--- src/sv/hsg_pkg.sv ---
package hsg_pkg;

  localparam int EL_W = 48;
  localparam int NEL = 9;
  localparam int TD_W = EL_W * NEL;
  localparam int DIF_W = EL_W + 1;
  localparam int XW = 52;
  localparam int ZW = 20;
  localparam int ACC_W = 100;
  localparam int CNT_W = 6;
  localparam int CORDIC_STEPS_DEF = 18;
  localparam int MAC_LAST = 8;
  localparam int EL_LAST = NEL - 1;

  localparam logic signed [ZW-1:0] HALF_PI_Q16 = 20'sd102944;
  localparam logic signed [ZW-1:0] PI_Q16 = 20'sd205887;
  localparam logic signed [ZW+1:0] TWO_PI_Q16 = 22'sd411775;
  localparam logic [EL_W-1:0] ONE_Q32 = 48'h0001_0000_0000;
  localparam logic [16:0] ALPHA_ONE = 17'd65536;

  localparam logic [31:0] MAX_TRANS_RST = 32'd983040;
  localparam logic [17:0] MAX_ROT_RST = 18'd1311;
  localparam logic [16:0] ALPHA_RST = 17'd1966;
  localparam logic [3:0] FALLBACK_RST = 4'd3;
  localparam logic [3:0] COUNT_MAX = 4'd15;

  typedef enum logic [1:0] {
    REG_MAX_TRANS = 2'd0,
    REG_MAX_ROT   = 2'd1,
    REG_ALPHA     = 2'd2,
    REG_FALLBACK  = 2'd3
  } reg_idx_t;

  typedef enum logic [2:0] {
    OUT_HELD   = 3'd0,
    OUT_FIRST  = 3'd1,
    OUT_SMOOTH = 3'd2,
    OUT_REJECT = 3'd3,
    OUT_FORCED = 3'd4
  } outcome_t;

  typedef struct packed {
    logic [31:0] max_translation;
    logic [17:0] max_rotation;
    logic [16:0] blend_alpha;
    logic [3:0]  fallback_limit;
  } cfg_t;

  typedef struct packed {
    logic             capture;
    logic             prep;
    logic             mac_step;
    logic             cordic_init;
    logic             cordic_step;
    logic             angle_save;
    logic             sel;
    logic             blend_mul;
    logic             blend_wr;
    logic             store_new;
    logic             emit;
    logic [CNT_W-1:0] idx;
    outcome_t         outcome;
  } cmd_t;

  typedef struct packed {
    logic present;
    logic held_valid;
    logic trans_ok;
    logic rot_ok;
    logic out_free;
  } sts_t;

  function automatic logic [16:0] atan_q16(input logic [4:0] i);
    logic [16:0] r;
    case (i)
      5'd0:    r = 17'd51472;
      5'd1:    r = 17'd30386;
      5'd2:    r = 17'd16055;
      5'd3:    r = 17'd8150;
      5'd4:    r = 17'd4091;
      5'd5:    r = 17'd2047;
      5'd6:    r = 17'd1024;
      5'd7:    r = 17'd512;
      5'd8:    r = 17'd256;
      5'd9:    r = 17'd128;
      5'd10:   r = 17'd64;
      5'd11:   r = 17'd32;
      5'd12:   r = 17'd16;
      5'd13:   r = 17'd8;
      5'd14:   r = 17'd4;
      5'd15:   r = 17'd2;
      5'd16:   r = 17'd1;
      default: r = 17'd0;
    endcase
    return r;
  endfunction

endpackage

--- src/sv/hsg_regs.sv ---
module hsg_regs (
  input  logic                clk,
  input  logic                rst,
  input  logic                psel,
  input  logic                penable,
  input  logic                pwrite,
  input  logic [3:0]          paddr,
  input  logic [31:0]         pwdata,
  output logic [31:0]         prdata,
  output logic                pready,
  output hsg_pkg::cfg_t       cfg
);

  logic wr;
  hsg_pkg::reg_idx_t ridx;

  assign pready = 1'b1;
  assign wr = psel && penable && pwrite;
  assign ridx = hsg_pkg::reg_idx_t'(paddr[3:2]);

  always_ff @(posedge clk) begin
    if (rst) begin
      cfg.max_translation <= hsg_pkg::MAX_TRANS_RST;
      cfg.max_rotation <= hsg_pkg::MAX_ROT_RST;
      cfg.blend_alpha <= hsg_pkg::ALPHA_RST;
      cfg.fallback_limit <= hsg_pkg::FALLBACK_RST;
    end else if (wr) begin
      case (ridx)
        hsg_pkg::REG_MAX_TRANS: cfg.max_translation <= pwdata;
        hsg_pkg::REG_MAX_ROT:   cfg.max_rotation <= pwdata[17:0];
        hsg_pkg::REG_ALPHA:     cfg.blend_alpha <= pwdata[16:0];
        hsg_pkg::REG_FALLBACK:  cfg.fallback_limit <= pwdata[3:0];
        default: ;
      endcase
    end
  end

  always_comb begin
    case (ridx)
      hsg_pkg::REG_MAX_TRANS: prdata = cfg.max_translation;
      hsg_pkg::REG_MAX_ROT:   prdata = {14'd0, cfg.max_rotation};
      hsg_pkg::REG_ALPHA:     prdata = {15'd0, cfg.blend_alpha};
      hsg_pkg::REG_FALLBACK:  prdata = {28'd0, cfg.fallback_limit};
      default:                prdata = 32'd0;
    endcase
  end

endmodule

--- config.mk ---
export PLATFORM = sky130hd
export DESIGN_NAME = hsg_regs
export DESIGN_NICKNAME = d
export VERILOG_FILES = /design/src/sv/hsg_pkg.sv /design/src/sv/hsg_regs.sv
export SDC_FILE = /design/constraint.sdc
export NUM_CORES = 1
export LEC_CHECK = 0
export BUFFER_PORTS_ARGS = -buffer_cell sky130_fd_sc_hd__buf_4
export CELL_PAD_IN_SITES_DETAIL_PLACEMENT = 1
export CELL_PAD_IN_SITES_GLOBAL_PLACEMENT = 1
export CORE_UTILIZATION = 37
export DETAILED_ROUTE_END_ITERATION = 7
export PLACE_DENSITY = 0.92
export SLEW_MARGIN = 40
export SYNTH_ARGS = -nofsm -noshare
export SYNTH_HDL_FRONTEND = slang
export SYNTH_SLANG_ARGS = --single-unit
--- constraint.sdc ---
create_clock -name clk -period 2.45 [get_ports clk]
set_input_delay 0.49 -clock clk [delete_from_list [all_inputs] [get_ports clk]]
set_output_delay 0.49 -clock clk [all_outputs]
set_load 0.01 [all_outputs]
==> qor.yml <==
die_x_microns: 98.2
status: "finished, violations left"
skew_ps: 0
drt-pass1-iter-count: 6
drv_cap: 0
die_h_microns: 98.2
drive_gt1_share_pct: 34.6
synth_seq_cells: 71
worst_slack_ps: 356
hold_violations: 0
wl_met3_microns: 434
fmax_mhz: 478
synth-simple-area-share_pct: 25.5
cp.buffers_inverters: 3
post-place-ws_ps: 357
top_register: "cfg"
ant_nets: 0
area_growth_syn_to_layout_pct: 38.0
critPathKind: "primary input to output pin"
yosysTopAreaCell: "dfxtp_1"
fin_hold_ws_ps: 410
required_ps: 1960
routed.top_layer: "met4"
grt_pass1_wl_mm: 17.0
setup_viol: 0
rows: 34
worstSkewPairLatency_ps: 330
top_regs: "cfg: 71 flops"
layout.nets: 539
vias_per_cell: 5.24
violations: "DRC"
synth-async-reset-ratio_pct: 0
antenna_found_initial: 0
gr-total-overflow: 0
synthMuxAreaShare_pct: 19.9
regToRegStartpoint: "cfg[33]$_SDFFE_PP0P_"
finalWirelength_mm: 10.6
vias: 3201
synth_xor_area_share_pct: 0
path_delay_family: "buffers and inverters"
ys.flop_type: "dfxtp_1"
layout_min_cycle_time_ps: 2090
wl_met2_mm: 5.55
wl_per_cell_microns: 17.4
clock_sinks: 71
netlist.area_leader.share_pct: 41.5
avgSynthCellArea_sq_um: 9.26
hold_depth: 3
grt_pass1_vias: 3341
synth-compound-area-share_pct: 7.31
track_usage_pct: 22.4
ys_warn_count: 0
cp_slowest_cell: "buf_4"
place_inst: 595
rsz0062_at_grt: "no"
synth-edff-count: 0
grt_max_degree: 53
io-pin-count: 145
arrival_ps: 1600
slew_viol_final: 0
r2r_slack_ps: 1670
path_clk_slew_ps: 80
power_mw: 2.52
peakVddDrop_mv: 0.327
portBuffers: 141
cts_hold_buf: 0
power.leakage_nw: 2.13
drt_iter0_markers: 110
finalCritPeriodShare_pct: 85.5
ys_top_cells_by_area: "dfxtp_1 42%, mux2i_1 17%, nand2b_1 9.9%"
start_util_pct: 38.7
path_max_fanout: 23
cts_tree: "built"
start_kind: "primary input"
clock-root-buffer: "clkbuf_8"
cts_resized: 0
synthCells: 370
syn_nets: 411
numCtsBuffers: 9
dieArea_sq_um: 9640
reg2reg_to: "cfg[33]$_SDFFE_PP0P_"
core_sq_um: 8850
dp_hpwl_mm: 7.44
critPathMaxStageDelay_ps: 270
whs_endpoint: "cfg[9]$_SDFFE_PP1P_"
worstSetupEndpointType: "output pin"
p_per_area_nw_per_um2: 533
clockBufferDepth: 2
drt-met1-wl_mm: 4.28
h-tree-depth: 3
synth_top_family_by_area: "simple AND/OR/NAND/NOR gates"
setup_tns_ps: 0
stdcell_count: 611
ys_types: 25
path_cells: "buf_4 > nor2b_1 > buf_4 > nand2_1 > o21ai_0 > buf_4"
largest_reg_flops: 71
cts_setup_buffers: 0
worstHoldStart: "pwdata[5]"
gp_congestion: 0.757
diodes: 0
rr_worst_depth: 3
seq_area_frac_synth_pct: 41.5
syn_area_sq_um: 3420
synthAdderAreaFrac_pct: 0
crit_path_frequent_cell: "buf_4"
drc: 8
holdCritPathClass: "primary input to flop"
## worst max-delay path by stage
stage                     startpoint    endpoint  depth (start not counted)
final                       paddr[3]  prdata[16]                          6
after global routing        paddr[3]  prdata[16]                          6
after CTS                   paddr[3]  prdata[16]                          6
after detailed placement    paddr[3]  prdata[16]                          6
after global placement      paddr[3]  prdata[16]                          6
after floorplan             paddr[3]  prdata[20]                          5
## report_power, final
| group | internal (mW) | total (mW) | switching, mW |
|---|---|---|---|
| clock network | 0.598 | 1.05 | 0.455 |
| registers | 1.17 | 1.18 | 0.0129 |
| logic | 0.144 | 0.286 | 0.142 |
| total | 1.91 | 2.52 | 0.610 |
## placed cells by master, fill, tap and decap left out
master	count
and2_4	1
nand3_1	1
or2_1	1
o21ai_0	47
clkbuf_8	10
nand4b_1	15
nand2b_1	54
dfxtp_1	71
mux2i_1	59
nor2_1	37
nor2b_1	12
o21ai_1	3
and3_4	1
conb_1	1
nand4_1	1
buf_4	149
nor2_2	1
nand2_4	1
buf_12	1
bufinv_16	2
mux4_2	4
and2_1	14
nand2_1	13
clkinv_2	3
clkinv_4	1
## cell usage after synthesis, types with 3 or more instances
library cell,number
buf_2,7
nand2b_1,54
nand2_1,13
nand4b_1,15
mux2i_1,59
o21ai_0,47
buf_6,6
nor2b_1,12
nor2_1,37
buf_4,4
dfxtp_1,71
and2_1,14
mux4_2,4
clkbuf_1,14
o21ai_1,3
## per-layer routing
metal / GRT usage, % / vias up
met1: 26.2 / 1565
met2: 39.8 / 100
met5: 0 / -
li1: - / 1506
met3: 3.22 / 30
met4: 11.6 / 0
## cell families after synthesis
logic type             Yosys count
flip-flops                      71
AND/OR/NAND/NOR                152
multiplexers                    63
other                            1
AO/OA/AOI/OAI                   50
buffers and inverters           33
## stage by stage
stage / instance area [sq um] / util (%)
after floorplan: 3420 / -
after global placement: 4500 / 50.9
after detailed placement: 4500 / 50.9
after CTS: 4730 / 53.4
after global routing: 4730 / 53.4
final: 4730 / 53.4
## layout make-up
type,instances,area (sq um)
clock buffer,10,138
multi-input combinational,266,1810
fill,1071,4120
tap,108,135
timing repair buffer,150,1140
sequential,71,1420
clock inverter,6,83.8
## worst min-delay path, cell delays in order
cell and delay [ps]:
buf_4 80, nor2_1 40, mux2i_1 100
(Power assumes the default switching activity.)
