<file path="config.mk">
export PLATFORM = sky130hd
export DESIGN_NAME = hsg_ctrl
export DESIGN_NICKNAME = d
export VERILOG_FILES = /design/src/sv/hsg_pkg.sv /design/src/sv/hsg_ctrl.sv
export SDC_FILE = /design/constraint.sdc
export NUM_CORES = 1
export LEC_CHECK = 0
export BUFFER_PORTS_ARGS = -buffer_cell sky130_fd_sc_hd__buf_2
export CAP_MARGIN = 20
export CORE_ASPECT_RATIO = 1.75
export CORE_MARGIN = 5
export CORE_UTILIZATION = 55
export CTS_CLUSTER_SIZE = 20
export DETAILED_ROUTE_END_ITERATION = 8
export PLACE_DENSITY = 0.87
export SETUP_SLACK_MARGIN = 0.1
export SKIP_LAST_GASP = 1
export SYNTH_ARGS = -nofsm -noshare
export SYNTH_HDL_FRONTEND = slang
export SYNTH_SLANG_ARGS = --single-unit
export TNS_END_PERCENT = 30
</file>
<file path="constraint.sdc">
create_clock -name clk -period 3.4 [get_ports clk]
set_clock_uncertainty 0.05 [all_clocks]
set_input_delay 0.68 -clock clk [delete_from_list [all_inputs] [get_ports clk]]
set_output_delay 0.68 -clock clk [all_outputs]
set_load 0.1 [all_outputs]
</file>
<file path="src/sv/hsg_pkg.sv">
package hsg_pkg;

  localparam int EL_W = 48;
  localparam int NEL = 9;
  localparam int TD_W = EL_W * NEL;
  localparam int DIF_W = EL_W + 1;
  localparam int XW = 52;
  localparam int ZW = 20;
  localparam int ACC_W = 100;
  localparam int CNT_W = 6;
  localparam int CORDIC_STEPS_DEF = 18;
  localparam int MAC_LAST = 8;
  localparam int EL_LAST = NEL - 1;

  localparam logic signed [ZW-1:0] HALF_PI_Q16 = 20'sd102944;
  localparam logic signed [ZW-1:0] PI_Q16 = 20'sd205887;
  localparam logic signed [ZW+1:0] TWO_PI_Q16 = 22'sd411775;
  localparam logic [EL_W-1:0] ONE_Q32 = 48'h0001_0000_0000;
  localparam logic [16:0] ALPHA_ONE = 17'd65536;

  localparam logic [31:0] MAX_TRANS_RST = 32'd983040;
  localparam logic [17:0] MAX_ROT_RST = 18'd1311;
  localparam logic [16:0] ALPHA_RST = 17'd1966;
  localparam logic [3:0] FALLBACK_RST = 4'd3;
  localparam logic [3:0] COUNT_MAX = 4'd15;

  typedef enum logic [1:0] {
    REG_MAX_TRANS = 2'd0,
    REG_MAX_ROT   = 2'd1,
    REG_ALPHA     = 2'd2,
    REG_FALLBACK  = 2'd3
  } reg_idx_t;

  typedef enum logic [2:0] {
    OUT_HELD   = 3'd0,
    OUT_FIRST  = 3'd1,
    OUT_SMOOTH = 3'd2,
    OUT_REJECT = 3'd3,
    OUT_FORCED = 3'd4
  } outcome_t;

  typedef struct packed {
    logic [31:0] max_translation;
    logic [17:0] max_rotation;
    logic [16:0] blend_alpha;
    logic [3:0]  fallback_limit;
  } cfg_t;

  typedef struct packed {
    logic             capture;
    logic             prep;
    logic             mac_step;
    logic             cordic_init;
    logic             cordic_step;
    logic             angle_save;
    logic             sel;
    logic             blend_mul;
    logic             blend_wr;
    logic             store_new;
    logic             emit;
    logic [CNT_W-1:0] idx;
    outcome_t         outcome;
  } cmd_t;

  typedef struct packed {
    logic present;
    logic held_valid;
    logic trans_ok;
    logic rot_ok;
    logic out_free;
  } sts_t;

  function automatic logic [16:0] atan_q16(input logic [4:0] i);
    logic [16:0] r;
    case (i)
      5'd0:    r = 17'd51472;
      5'd1:    r = 17'd30386;
      5'd2:    r = 17'd16055;
      5'd3:    r = 17'd8150;
      5'd4:    r = 17'd4091;
      5'd5:    r = 17'd2047;
      5'd6:    r = 17'd1024;
      5'd7:    r = 17'd512;
      5'd8:    r = 17'd256;
      5'd9:    r = 17'd128;
      5'd10:   r = 17'd64;
      5'd11:   r = 17'd32;
      5'd12:   r = 17'd16;
      5'd13:   r = 17'd8;
      5'd14:   r = 17'd4;
      5'd15:   r = 17'd2;
      5'd16:   r = 17'd1;
      default: r = 17'd0;
    endcase
    return r;
  endfunction

endpackage

</file>
<file path="src/sv/hsg_ctrl.sv">
module hsg_ctrl #(
  parameter int CORDIC_STEPS = hsg_pkg::CORDIC_STEPS_DEF
) (
  input  logic          clk,
  input  logic          rst,
  input  logic          s_tvalid,
  output logic          s_tready,
  input  logic [3:0]    fallback_limit,
  input  hsg_pkg::sts_t sts,
  output hsg_pkg::cmd_t cmd
);

  typedef enum logic [11:0] {
    S_IDLE   = 12'b000000000001,
    S_CHECK  = 12'b000000000010,
    S_TRANS  = 12'b000000000100,
    S_TFLUSH = 12'b000000001000,
    S_TCHK   = 12'b000000010000,
    S_AINIT  = 12'b000000100000,
    S_ARUN   = 12'b000001000000,
    S_ASAVE  = 12'b000010000000,
    S_RCHK   = 12'b000100000000,
    S_BMUL   = 12'b001000000000,
    S_BADD   = 12'b010000000000,
    S_EMIT   = 12'b100000000000
  } state_t;

  localparam logic [hsg_pkg::CNT_W-1:0] STEP_LAST = hsg_pkg::CNT_W'(CORDIC_STEPS - 1);
  localparam logic [hsg_pkg::CNT_W-1:0] MAC_END = hsg_pkg::CNT_W'(hsg_pkg::MAC_LAST);
  localparam logic [hsg_pkg::CNT_W-1:0] EL_END = hsg_pkg::CNT_W'(hsg_pkg::EL_LAST);

  state_t state, state_next;
  logic [hsg_pkg::CNT_W-1:0] cnt, cnt_next;
  logic ang_sel, ang_sel_next;
  logic [3:0] rcount, rcount_next;
  hsg_pkg::outcome_t outcome, outcome_next;
  logic [3:0] rc_inc;

  assign rc_inc = (rcount == hsg_pkg::COUNT_MAX) ? hsg_pkg::COUNT_MAX : rcount + 4'd1;
  assign s_tready = (state == S_IDLE);

  always_ff @(posedge clk) begin
    if (rst) begin
      state <= S_IDLE;
      cnt <= '0;
      ang_sel <= 1'b0;
      rcount <= 4'd0;
      outcome <= hsg_pkg::OUT_HELD;
    end else begin
      state <= state_next;
      cnt <= cnt_next;
      ang_sel <= ang_sel_next;
      rcount <= rcount_next;
      outcome <= outcome_next;
    end
  end

  always_comb begin
    state_next = state;
    cnt_next = cnt;
    ang_sel_next = ang_sel;
    rcount_next = rcount;
    outcome_next = outcome;
    cmd = '0;
    cmd.idx = cnt;
    cmd.sel = ang_sel;
    cmd.outcome = outcome;
    case (state)
      S_IDLE: begin
        if (s_tvalid) begin
          cmd.capture = 1'b1;
          state_next = S_CHECK;
        end
      end
      S_CHECK: begin
        cmd.prep = 1'b1;
        cnt_next = '0;
        if (!sts.present) begin
          outcome_next = hsg_pkg::OUT_HELD;
          state_next = S_EMIT;
        end else if (!sts.held_valid) begin
          cmd.store_new = 1'b1;
          rcount_next = 4'd0;
          outcome_next = hsg_pkg::OUT_FIRST;
          state_next = S_EMIT;
        end else begin
          state_next = S_TRANS;
        end
      end
      S_TRANS: begin
        cmd.mac_step = 1'b1;
        if (cnt == MAC_END) begin
          cnt_next = '0;
          state_next = S_TFLUSH;
        end else begin
          cnt_next = cnt + 1'b1;
        end
      end
      S_TFLUSH: state_next = S_TCHK;
      S_TCHK, S_RCHK: begin
        if ((state == S_TCHK) ? sts.trans_ok : sts.rot_ok) begin
          cnt_next = '0;
          ang_sel_next = 1'b0;
          state_next = (state == S_TCHK) ? S_AINIT : S_BMUL;
        end else begin
          // gated out: count the run, force the matrix in at the limit
          state_next = S_EMIT;
          if (rc_inc >= fallback_limit) begin
            cmd.store_new = 1'b1;
            rcount_next = 4'd0;
            outcome_next = hsg_pkg::OUT_FORCED;
          end else begin
            rcount_next = rc_inc;
            outcome_next = hsg_pkg::OUT_REJECT;
          end
        end
      end
      S_AINIT: begin
        cmd.cordic_init = 1'b1;
        cnt_next = '0;
        state_next = S_ARUN;
      end
      S_ARUN: begin
        cmd.cordic_step = 1'b1;
        if (cnt == STEP_LAST) begin
          cnt_next = '0;
          state_next = S_ASAVE;
        end else begin
          cnt_next = cnt + 1'b1;
        end
      end
      S_ASAVE: begin
        cmd.angle_save = 1'b1;
        if (!ang_sel) begin
          ang_sel_next = 1'b1;
          state_next = S_AINIT;
        end else begin
          state_next = S_RCHK;
        end
      end
      S_BMUL: begin
        cmd.blend_mul = 1'b1;
        state_next = S_BADD;
      end
      S_BADD: begin
        cmd.blend_wr = 1'b1;
        if (cnt == EL_END) begin
          cnt_next = '0;
          rcount_next = 4'd0;
          outcome_next = hsg_pkg::OUT_SMOOTH;
          state_next = S_EMIT;
        end else begin
          cnt_next = cnt + 1'b1;
          state_next = S_BMUL;
        end
      end
      S_EMIT: begin
        if (sts.out_free) begin
          cmd.emit = 1'b1;
          state_next = S_IDLE;
        end
      end
      default: state_next = S_IDLE;
    endcase
  end

endmodule

</file>
==> results of run 1 <==
power by group:
group / switching, mW / total [mW] / internal, mW
Sequential: 0.00724 / 0.315 / 0.308
Combinational: 0.0844 / 0.118 / 0.0337
Clock: 0.101 / 0.205 / 0.104
Total: 0.193 / 0.639 / 0.446
metrics by stage:
step	setup slack (ns)	utilization	hold slack [ns]	power, mW	instance area (sq um)
floorplan	0.0290	-	0.402	0.417	1820
global placement	0.377	0.614	0.406	0.437	1950
detailed placement	0.350	0.614	0.414	0.438	1950
CTS	0.146	0.632	0.431	0.639	2010
global route	0.108	0.638	0.469	0.665	2030
finish	0.271	0.638	0.428	0.639	2030
cell families after synthesis:
kind of cell	after synthesis
compound gates	39
xor+xnor	5
fa+ha+maj	8
buf+inv	31
flops	26
mux	6
simple gates	105
cell type report:
class | count | area (sq um) | share of cell area
Sequential cell | 26 | 522 | 0.258
Tap cell | 43 | 53.8 | 0.0266
Multi-Input combinational cell | 163 | 1160 | 0.574
Timing Repair Buffer | 34 | 175 | 0.0865
Inverter | 15 | 56.3 | 0.0278
Clock buffer | 4 | 55.1 | 0.0272
registers in the layout, indices dropped and copies added (netlist names):
signal and count:
cnt 6, state 12, outcome 3, rcount 4, ang_sel 1
worst paths after layout:
check / startpoint / endpoint / slack, ns / depth (start not counted)
max: rcount[1] / cmd[10] / 0.27 / 10
min: outcome[1] / outcome[1] / 0.43 / 2
max reg2reg: state[9] / outcome[0] / 1.14 / 5
min reg2reg: outcome[1] / outcome[1] / 0.43 / 2
cell usage in the layout, fill, tap and decap left out, types with 3 or more instances in the layout:
master,instances
nand2b_1,7
dfxtp_1,25
mux2i_1,6
a21o_1,3
nand3_1,12
buf_2,31
nor3_1,11
inv_1,15
nor2b_1,3
or3_1,4
nor4b_1,3
a21oi_1,9
nand2_1,16
clkbuf_8,4
and3_1,5
nor2_1,10
and4_1,3
nor4_1,7
a221oi_1,5
and2_1,4
ha_1,7
nor4_4,3
a22o_1,3
nand4_1,4
o21ai_0,3
xnor2_1,4
repair_timing:
item                                    in CTS  in global routing
pin swaps                                    0                  1
endpoints found under the setup margin       1                  1
buffers inserted                             0                  1
resized for setup                            1                  4
worst reg2reg max path, delay by kind of cell, from the launching register on:
kind,cells,cell delay [ns]
AOI/OAI and AO/OA,1,0.22
DFF,1,0.40
and+or+nand+nor,4,1.49
routing by layer:
| layer | share of wire | GRT usage | vias up | wire length [microns] |
|---|---|---|---|---|
| met5 | 0 | 0 | - | 0 |
| met4 | 0.040 | 0.133 | 0 | 176 |
| met3 | 0.041 | 0.0330 | 16 | 179 |
| met2 | 0.53 | 0.364 | 60 | 2340 |
| met1 | 0.39 | 0.234 | 829 | 1700 |
| li1 | - | - | 857 | - |
==> reports/qor.yml, run 1 <==
async_flop_share: 0
place_inst: 279
clock_path_buffers: 2
crit_type: "register to output port"
path_clk_slew_ns: 0.09
drive_above_1_share: 0.231
hold_buffers: 0
slowest_stage: "dfxtp_1"
start_kind: "register"
dieWidth_microns: 53.4
synthMuxAreaShare: 0.0332
required_ns: 2.67
vias: 1762
synthCells: 220
synth_compound_area_frac: 0.160
critical_path.cell_chain: "ha_2 -> nand3_1 -> and2_1 -> ha_1 -> nand2b_1 -> a21oi_1 -> o21a_2 -> nor2_1 -> a31o_2 -> buf_4"
portBuffers: 32
power_density_nw_per_um2: 315
vdd_ir_drop_max_mv: 0.228
synth_xor_area_frac: 0.0242
grt_remaining_overflow: 0
final_cell_count_no_fill: 285
grt_pass1_vias: 1744
vias_per_cell: 6.18
fin_nets: 263
h-tree-depth: 1
status: "finished clean"
ys_seq_area_frac: 0.287
ios: 33
critPathTopFamily: "compound AO/OA/AOI/OAI gates"
insertion_delay_ns: 0.28
antenna_found_initial: 0
ys_warn_count: 0
syn_to_final_growth_pct: 11.9
ys_ff_latch: 26
syn_area_sq_um: 1810
grt_max_degree: 16
die-area_sq_um: 4580
drv_cap: 0
antennaDiodeCount: 0
hp-class: "register to register"
num-fill-cells: 292
slew_viol_final: 0
setup-tns-final_ns: 0
ant_nets: 0
wirelength_mm: 4.39
synth_area_leader_cell: "dfxtp_1"
finalWorstPathRequiredPeriod_ns: 3.13
fin_crit_sh: 0.920
grt_pass1_wl_mm: 7.60
synth_top_family_by_area: "simple AND/OR/NAND/NOR gates"
cts.sinks: 26
post-synth-top-count-cell: "dfxtp_1"
cp_max_fo: 6
relSlewSlack: 0.458
first_iter_violations: 61
synth_area_leaders: "dfxtp_1 29%, ha_1 5.5%, nor4_4 3.5%, mux2i_1 3.3%, nand3_1 3.3%"
root_buffer: "clkbuf_8"
syn_nets: 240
drc_errors: 0
worst_pin_slew_ns: 0.806
finalHoldViolCount: 0
place_congestion: 0.894
cp-end-kind: "output port"
synthFlopType: "dfxtp_1"
dp_hpwl_mm: 3.35
grtUsageTotal: 0.213
p_leak_nw: 0.856
wl_per_cell_microns: 15.4
rsz0062_at_grt: "no"
synth_top_cell_area_share: 0.287
crit_buf_inv: 1
cp.arrival_ns: 2.40
critPathMaxStageDelay_ns: 0.36
cts_tree: "yes"
synth_edf_count: 0
yosys.area_share.simple: 0.361
numCtsBuffers: 3
die_y_microns: 85.9
synthTopCellsByCount: "26 x dfxtp_1, 16 x nand2_1, 15 x inv_1"
start_util: 0.570
synthAdderAreaFrac: 0.0553
max_freq_ghz: 0.320
ys_types: 50
rows: 27
setup_viol: 0
core-area_sq_um: 3180
avgSynthCellArea_sq_um: 8.23
dr.pass1.iters: 4
No activity file was read; power rests on OpenSTA's default activity.
==> run 2, diff against run 1 <==
--- a/config.mk
+++ b/config.mk
@@ -12,9 +12,11 @@
 export CORE_UTILIZATION = 55
 export CTS_CLUSTER_SIZE = 20
 export DETAILED_ROUTE_END_ITERATION = 8
-export PLACE_DENSITY = 0.87
+export PLACE_DENSITY_LB_ADDON = 0.3
+export RECOVER_POWER = 100
 export SETUP_SLACK_MARGIN = 0.1
 export SKIP_LAST_GASP = 1
+export SLEW_MARGIN = 10
 export SYNTH_ARGS = -nofsm -noshare
 export SYNTH_HDL_FRONTEND = slang
 export SYNTH_SLANG_ARGS = --single-unit
==> run 2 against run 1 <==
  * Worst setup slack worse by 0.034 ns
  * Non-clock buffer count fell by 1
  * Combinational power fell by 5%
  * Sequential share of layout area grew 0.75 points
  * Hold slack lost 0.0064 ns
  * Die area is the same
==> reports/qor.yml, run 2 (synthesized netlist as in run 1, its figures left out) <==
power_density_nw_per_um2: 322
drv_cap: 0
ant_nets: 0
p_leak_nw: 0.789
timing.rr.end: "cnt[2]"
final_cell_count_no_fill: 284
numCtsBuffers: 3
drive_above_1_share: 0.158
cp_max_fo: 7
vias: 1769
required_ns: 2.67
cp-end-kind: "output port"
syn_to_final_growth_pct: 8.71
hp-class: "register to register"
top_register: "state"
fin_nets: 262
root_buffer: "clkbuf_8"
wl_per_cell_microns: 15.2
final_common_cell: "dfxtp_1"
relSlewSlack: 0.219
ios: 33
highest_layer: "met4"
rows: 27
wl_met2_mm: 2.33
drt-met1-wl_mm: 1.66
antenna_found_initial: 0
rr_startpoint: "state[0]"
place_inst: 279
postLayoutCoreUtil: 0.620
whs_endpoint: "outcome[1]"
dr.pass1.iters: 4
num-fill-cells: 327
cts.sinks: 26
core-area_sq_um: 3180
critPathMaxStageDelay_ns: 0.37
r2r_setup_slack_ns: 0.93
grt_pass1_wl_mm: 7.15
setup-tns-final_ns: 0
h-tree-depth: 1
hold_buffers: 0
dieWidth_microns: 53.4
cts_tree: "yes"
finalWorstPathRequiredPeriod_ns: 3.16
route.met3.wl_microns: 217
reg2reg_depth: 6
max_freq_ghz: 0.316
grt_max_degree: 16
grt_remaining_overflow: 0
place_congestion: 0.883
grt_pass1_vias: 1640
worst_pin_slew_ns: 1.18
die-area_sq_um: 4580
postCtsSetupRepairBufs: 0
grtUsageTotal: 0.198
portBuffers: 32
vdd_ir_drop_max_mv: 0.303
vias_per_cell: 6.23
fin_crit_sh: 0.930
setup_viol: 0
slowest_stage: "dfxtp_1"
path_clk_slew_ns: 0.10
cp.arrival_ns: 2.43
antennaDiodeCount: 0
critical_path.cell_chain: "ha_2 -> nand3_1 -> and2_1 -> ha_1 -> nand2b_1 -> a21oi_1 -> o21a_2 -> nor2_1 -> a31o_2 -> buf_4"
wirelength_mm: 4.31
finalHoldViolCount: 0
min_path_cells: 2
top_regs: "state x12, cnt x6, rcount x4"
clock_path_buffers: 2
mostFrequentLayoutCells: "25 x dfxtp_1, 16 x nand2_1, 15 x inv_1"
rsz0062_at_grt: "no"
largest_reg_flops: 12
die_y_microns: 85.9
start_util: 0.570
drc_errors: 0
holdCritStartpoint: "outcome[1]"
crit_type: "register to output port"
status: "finished clean"
dp_hpwl_mm: 3.32
slew_viol_final: 0
start_kind: "register"
insertion_delay_ns: 0.27
first_iter_violations: 48
run 2: changes by cell type in the layout (fill, tap and decap cells not counted), moves of 2 or more:
cell | before | now
clkbuf_2 | 1 | 9
nor4_1 | 7 | 9
clkbuf_1 | 0 | 12
buf_2 | 31 | 11
run 2: routing by layer:
metal	vias to the layer above	track usage
met5	-	0
li1	848	-
met4	0	0.0698
met1	845	0.231
met3	13	0.0191
met2	63	0.359
run 2: layout make-up:
cell class | count | area [sq um] | area share
inverters | 15 | 56.3 | 0.0286
clock buffers | 4 | 55.1 | 0.0280
multi-input cells | 163 | 1130 | 0.573
repair buffers | 33 | 153 | 0.0776
well taps | 43 | 53.8 | 0.0273
flip-flops and latches | 26 | 522 | 0.265
run 2: metrics by stage:
step | setup slack (ns) | hold WS, ns | total power [mW] | instance area, sq um
after floorplan | 0.0290 | 0.402 | 0.417 | 1820
after global placement | 0.379 | 0.403 | 0.437 | 1950
after detailed placement | 0.350 | 0.410 | 0.438 | 1950
after CTS | 0.145 | 0.423 | 0.638 | 2010
after global routing | 0.0943 | 0.447 | 0.658 | 1970
final | 0.237 | 0.422 | 0.633 | 1970
run 2: report_power, final:
group / switching [mW] / total [mW] / internal (mW)
Clock: 0.102 / 0.206 / 0.104
Sequential: 0.00741 / 0.315 / 0.308
Combinational: 0.0811 / 0.112 / 0.0307
run 2: how the worst max path moves through the flow:
| stage | startpoint | endpoint | slack, ns | cells after the start |
|---|---|---|---|---|
| floorplan | state[10] | cmd[9] | 0.03 | 4 |
| global placement | sts[2] | cmd[10] | 0.38 | 7 |
| detailed placement | sts[2] | cmd[10] | 0.35 | 7 |
| CTS | rcount[0] | cmd[10] | 0.14 | 10 |
| global route | rcount[1] | cmd[10] | 0.09 | 10 |
| finish | rcount[1] | cmd[10] | 0.24 | 10 |
run 2: critical path, delay by kind of cell, from the launching register on:
| family | cells | cell delay, ns |
|---|---|---|
| compound gates | 3 | 0.58 |
| buf+inv | 1 | 0.23 |
| fa+ha+maj | 2 | 0.48 |
| simple gates | 4 | 0.51 |
| flops | 1 | 0.37 |
run 2: what timing repair did:
item,4_1_cts,5_1_grt
gates cloned,0,0
resized for setup,1,3
setup endpoints to repair,1,1
endpoints found under the hold margin,0,0
==> run 3, diff against run 2 <==
--- a/config.mk
+++ b/config.mk
@@ -5,15 +5,15 @@
 export SDC_FILE = /design/constraint.sdc
 export NUM_CORES = 1
 export LEC_CHECK = 0
-export BUFFER_PORTS_ARGS = -buffer_cell sky130_fd_sc_hd__buf_2
 export CAP_MARGIN = 20
 export CORE_ASPECT_RATIO = 1.75
 export CORE_MARGIN = 5
 export CORE_UTILIZATION = 55
 export CTS_CLUSTER_SIZE = 20
 export DETAILED_ROUTE_END_ITERATION = 8
+export DONT_BUFFER_PORTS = 1
+export GPL_ROUTABILITY_DRIVEN = 1
 export PLACE_DENSITY_LB_ADDON = 0.3
-export RECOVER_POWER = 100
 export SETUP_SLACK_MARGIN = 0.1
 export SKIP_LAST_GASP = 1
 export SLEW_MARGIN = 10
==> run 3 against run 2 <==
  * Sequential cell count unchanged
  * Global-route usage rose by 2.2 points
  * Final cell count decreased by 5.6%
  * Hold slack worse by 0.015 ns
  * Combinational power fell by 4%
  * Utilization is 2.0 points higher
  * Maximum frequency about the same
  * Clock power increased by 28%
  * Largest power group unchanged
  * Die area unchanged
  * Worst setup slack worse by 0.0029 ns
==> reports/qor.yml, run 3 (synthesized netlist as in run 1, its figures left out) <==
grt_max_degree: 16
crit_type: "register to output port"
core-area_sq_um: 3180
reg2reg_depth: 7
vias_per_cell: 6.38
cts.sinks: 26
antenna_found_initial: 0
rows: 27
start_kind: "register"
worst_pin_slew_ns: 1.12
wirelength_mm: 4.59
place_congestion: 0.880
drc_errors: 0
clock_path_buffers: 2
top_regs: "state x12, cnt x6, rcount x4"
finalWorstPathRequiredPeriod_ns: 3.17
postLayoutCoreUtil: 0.640
timing.rr.end: "state[3]"
antennaDiodeCount: 0
cp_max_fo: 7
dp_hpwl_mm: 3.57
relSlewSlack: 0.241
use_met2: 0.398
grt_remaining_overflow: 0
num-fill-cells: 304
portBuffers: 0
wl_per_cell_microns: 17.1
min_path_cells: 1
first_iter_violations: 53
syn_to_final_growth_pct: 12.3
ios: 33
slew_viol_final: 0
dr.pass1.iters: 4
numCtsBuffers: 3
dieWidth_microns: 53.4
setup_viol: 0
gr-max-usage-layer: "met2"
insertion_delay_ns: 0.27
grt_pass1_vias: 1771
required_ns: 2.67
hp-class: "input pin to register"
cp-end-kind: "output port"
vdd_ir_drop_max_mv: 0.393
drv_cap: 0
hold_ws_ns: 0.407
start_util: 0.570
grt.met1_usage: 0.242
h-tree-depth: 1
cts_tree: "yes"
final_common_cell: "dfxtp_1"
rr_startpoint: "cnt[1]"
grt_pass1_wl_mm: 7.85
ant_nets: 0
mostFrequentLayoutCells: "26 x dfxtp_1, 16 x nand2_1, 15 x inv_1, 15 x buf_4, 12 x nand3_1"
r2r_setup_slack_ns: 0.86
cp.arrival_ns: 2.44
root_buffer: "clkbuf_8"
power_density_nw_per_um2: 341
path_clk_slew_ns: 0.10
fin_crit_sh: 0.931
status: "finished clean"
slowest_stage: "dfxtp_1"
largest_reg_flops: 12
max_freq_ghz: 0.316
critical_path.cell_chain: "ha_2 -> nand3_1 -> and2_1 -> ha_1 -> nand2b_1 -> a21oi_1 -> o21a_2 -> nor2_1 -> a31o_2 -> buf_12"
rsz0062_at_grt: "no"
drive_above_1_share: 0.169
holdCritStartpoint: "rst"
top_register: "state"
whs_endpoint: "state[11]"
critPathMaxStageDelay_ns: 0.40
fin_nets: 246
setup-tns-final_ns: 0
grtUsageTotal: 0.220
finalHoldViolCount: 0
p_leak_nw: 0.795
die_y_microns: 85.9
grt_util_met3: 0.0400
vias: 1709
die-area_sq_um: 4580
run 3: final cells by class:
cell class | instances | area (sq um) | share of cell area
tap | 43 | 53.8 | 0.0265
clock inverter | 1 | 30.0 | 0.0148
timing repair buffer | 17 | 153 | 0.0751
sequential | 26 | 520 | 0.256
inverter | 15 | 56.3 | 0.0277
multi-input combinational | 163 | 1180 | 0.580
clock buffer | 3 | 41.3 | 0.0203
run 3: power breakdown:
group / switching, mW / leakage, nW / internal, mW
Clock: 0.105 / 0.0357 / 0.158
Combinational: 0.0733 / 0.550 / 0.0350
Sequential: 0.0139 / 0.210 / 0.308
Total: 0.192 / 0.795 / 0.501
run 3: worst max-delay path by stage:
stage | cells past startpoint | end | start
2_1_floorplan | 4 | cmd[9] | state[10]
3_3_place_gp | 10 | cmd[10] | rcount[0]
3_5_place_dp | 10 | cmd[10] | rcount[0]
4_1_cts | 10 | cmd[10] | rcount[0]
5_1_grt | 10 | cmd[10] | rcount[0]
6_report | 10 | cmd[10] | rcount[0]
run 3: what timing repair did:
item	in CTS	in global routing
hold buffers	0	0
resized for setup	0	2
hold endpoints to repair	0	0
buffers inserted	0	0
endpoints found under the setup margin	0	1
run 3: layer usage:
metal | vias to the layer above | wire length [microns]
met4 | 0 | 76
met1 | 836 | 1760
li1 | 813 | -
met5 | - | 0
met2 | 54 | 2510
met3 | 6 | 239
run 3: critical path: cells and delay by family, from the launching register on:
| family | cells | cell delay, ns |
|---|---|---|
| simple gates | 4 | 0.50 |
| buf+inv | 1 | 0.16 |
| flops | 1 | 0.40 |
| fa+ha+maj | 2 | 0.49 |
| compound gates | 3 | 0.60 |
run 3: per-stage QoR:
step / instance area, sq um / power (mW) / cells / setup WS, ns
floorplan: 1820 / 0.417 / 220 / 0.0290
global placement: 1960 / 0.436 / 264 / 0.600
detailed placement: 1960 / 0.436 / 264 / 0.502
CTS: 2030 / 0.690 / 268 / 0.176
global route: 2030 / 0.716 / 268 / 0.104
finish: 2030 / 0.693 / 268 / 0.234
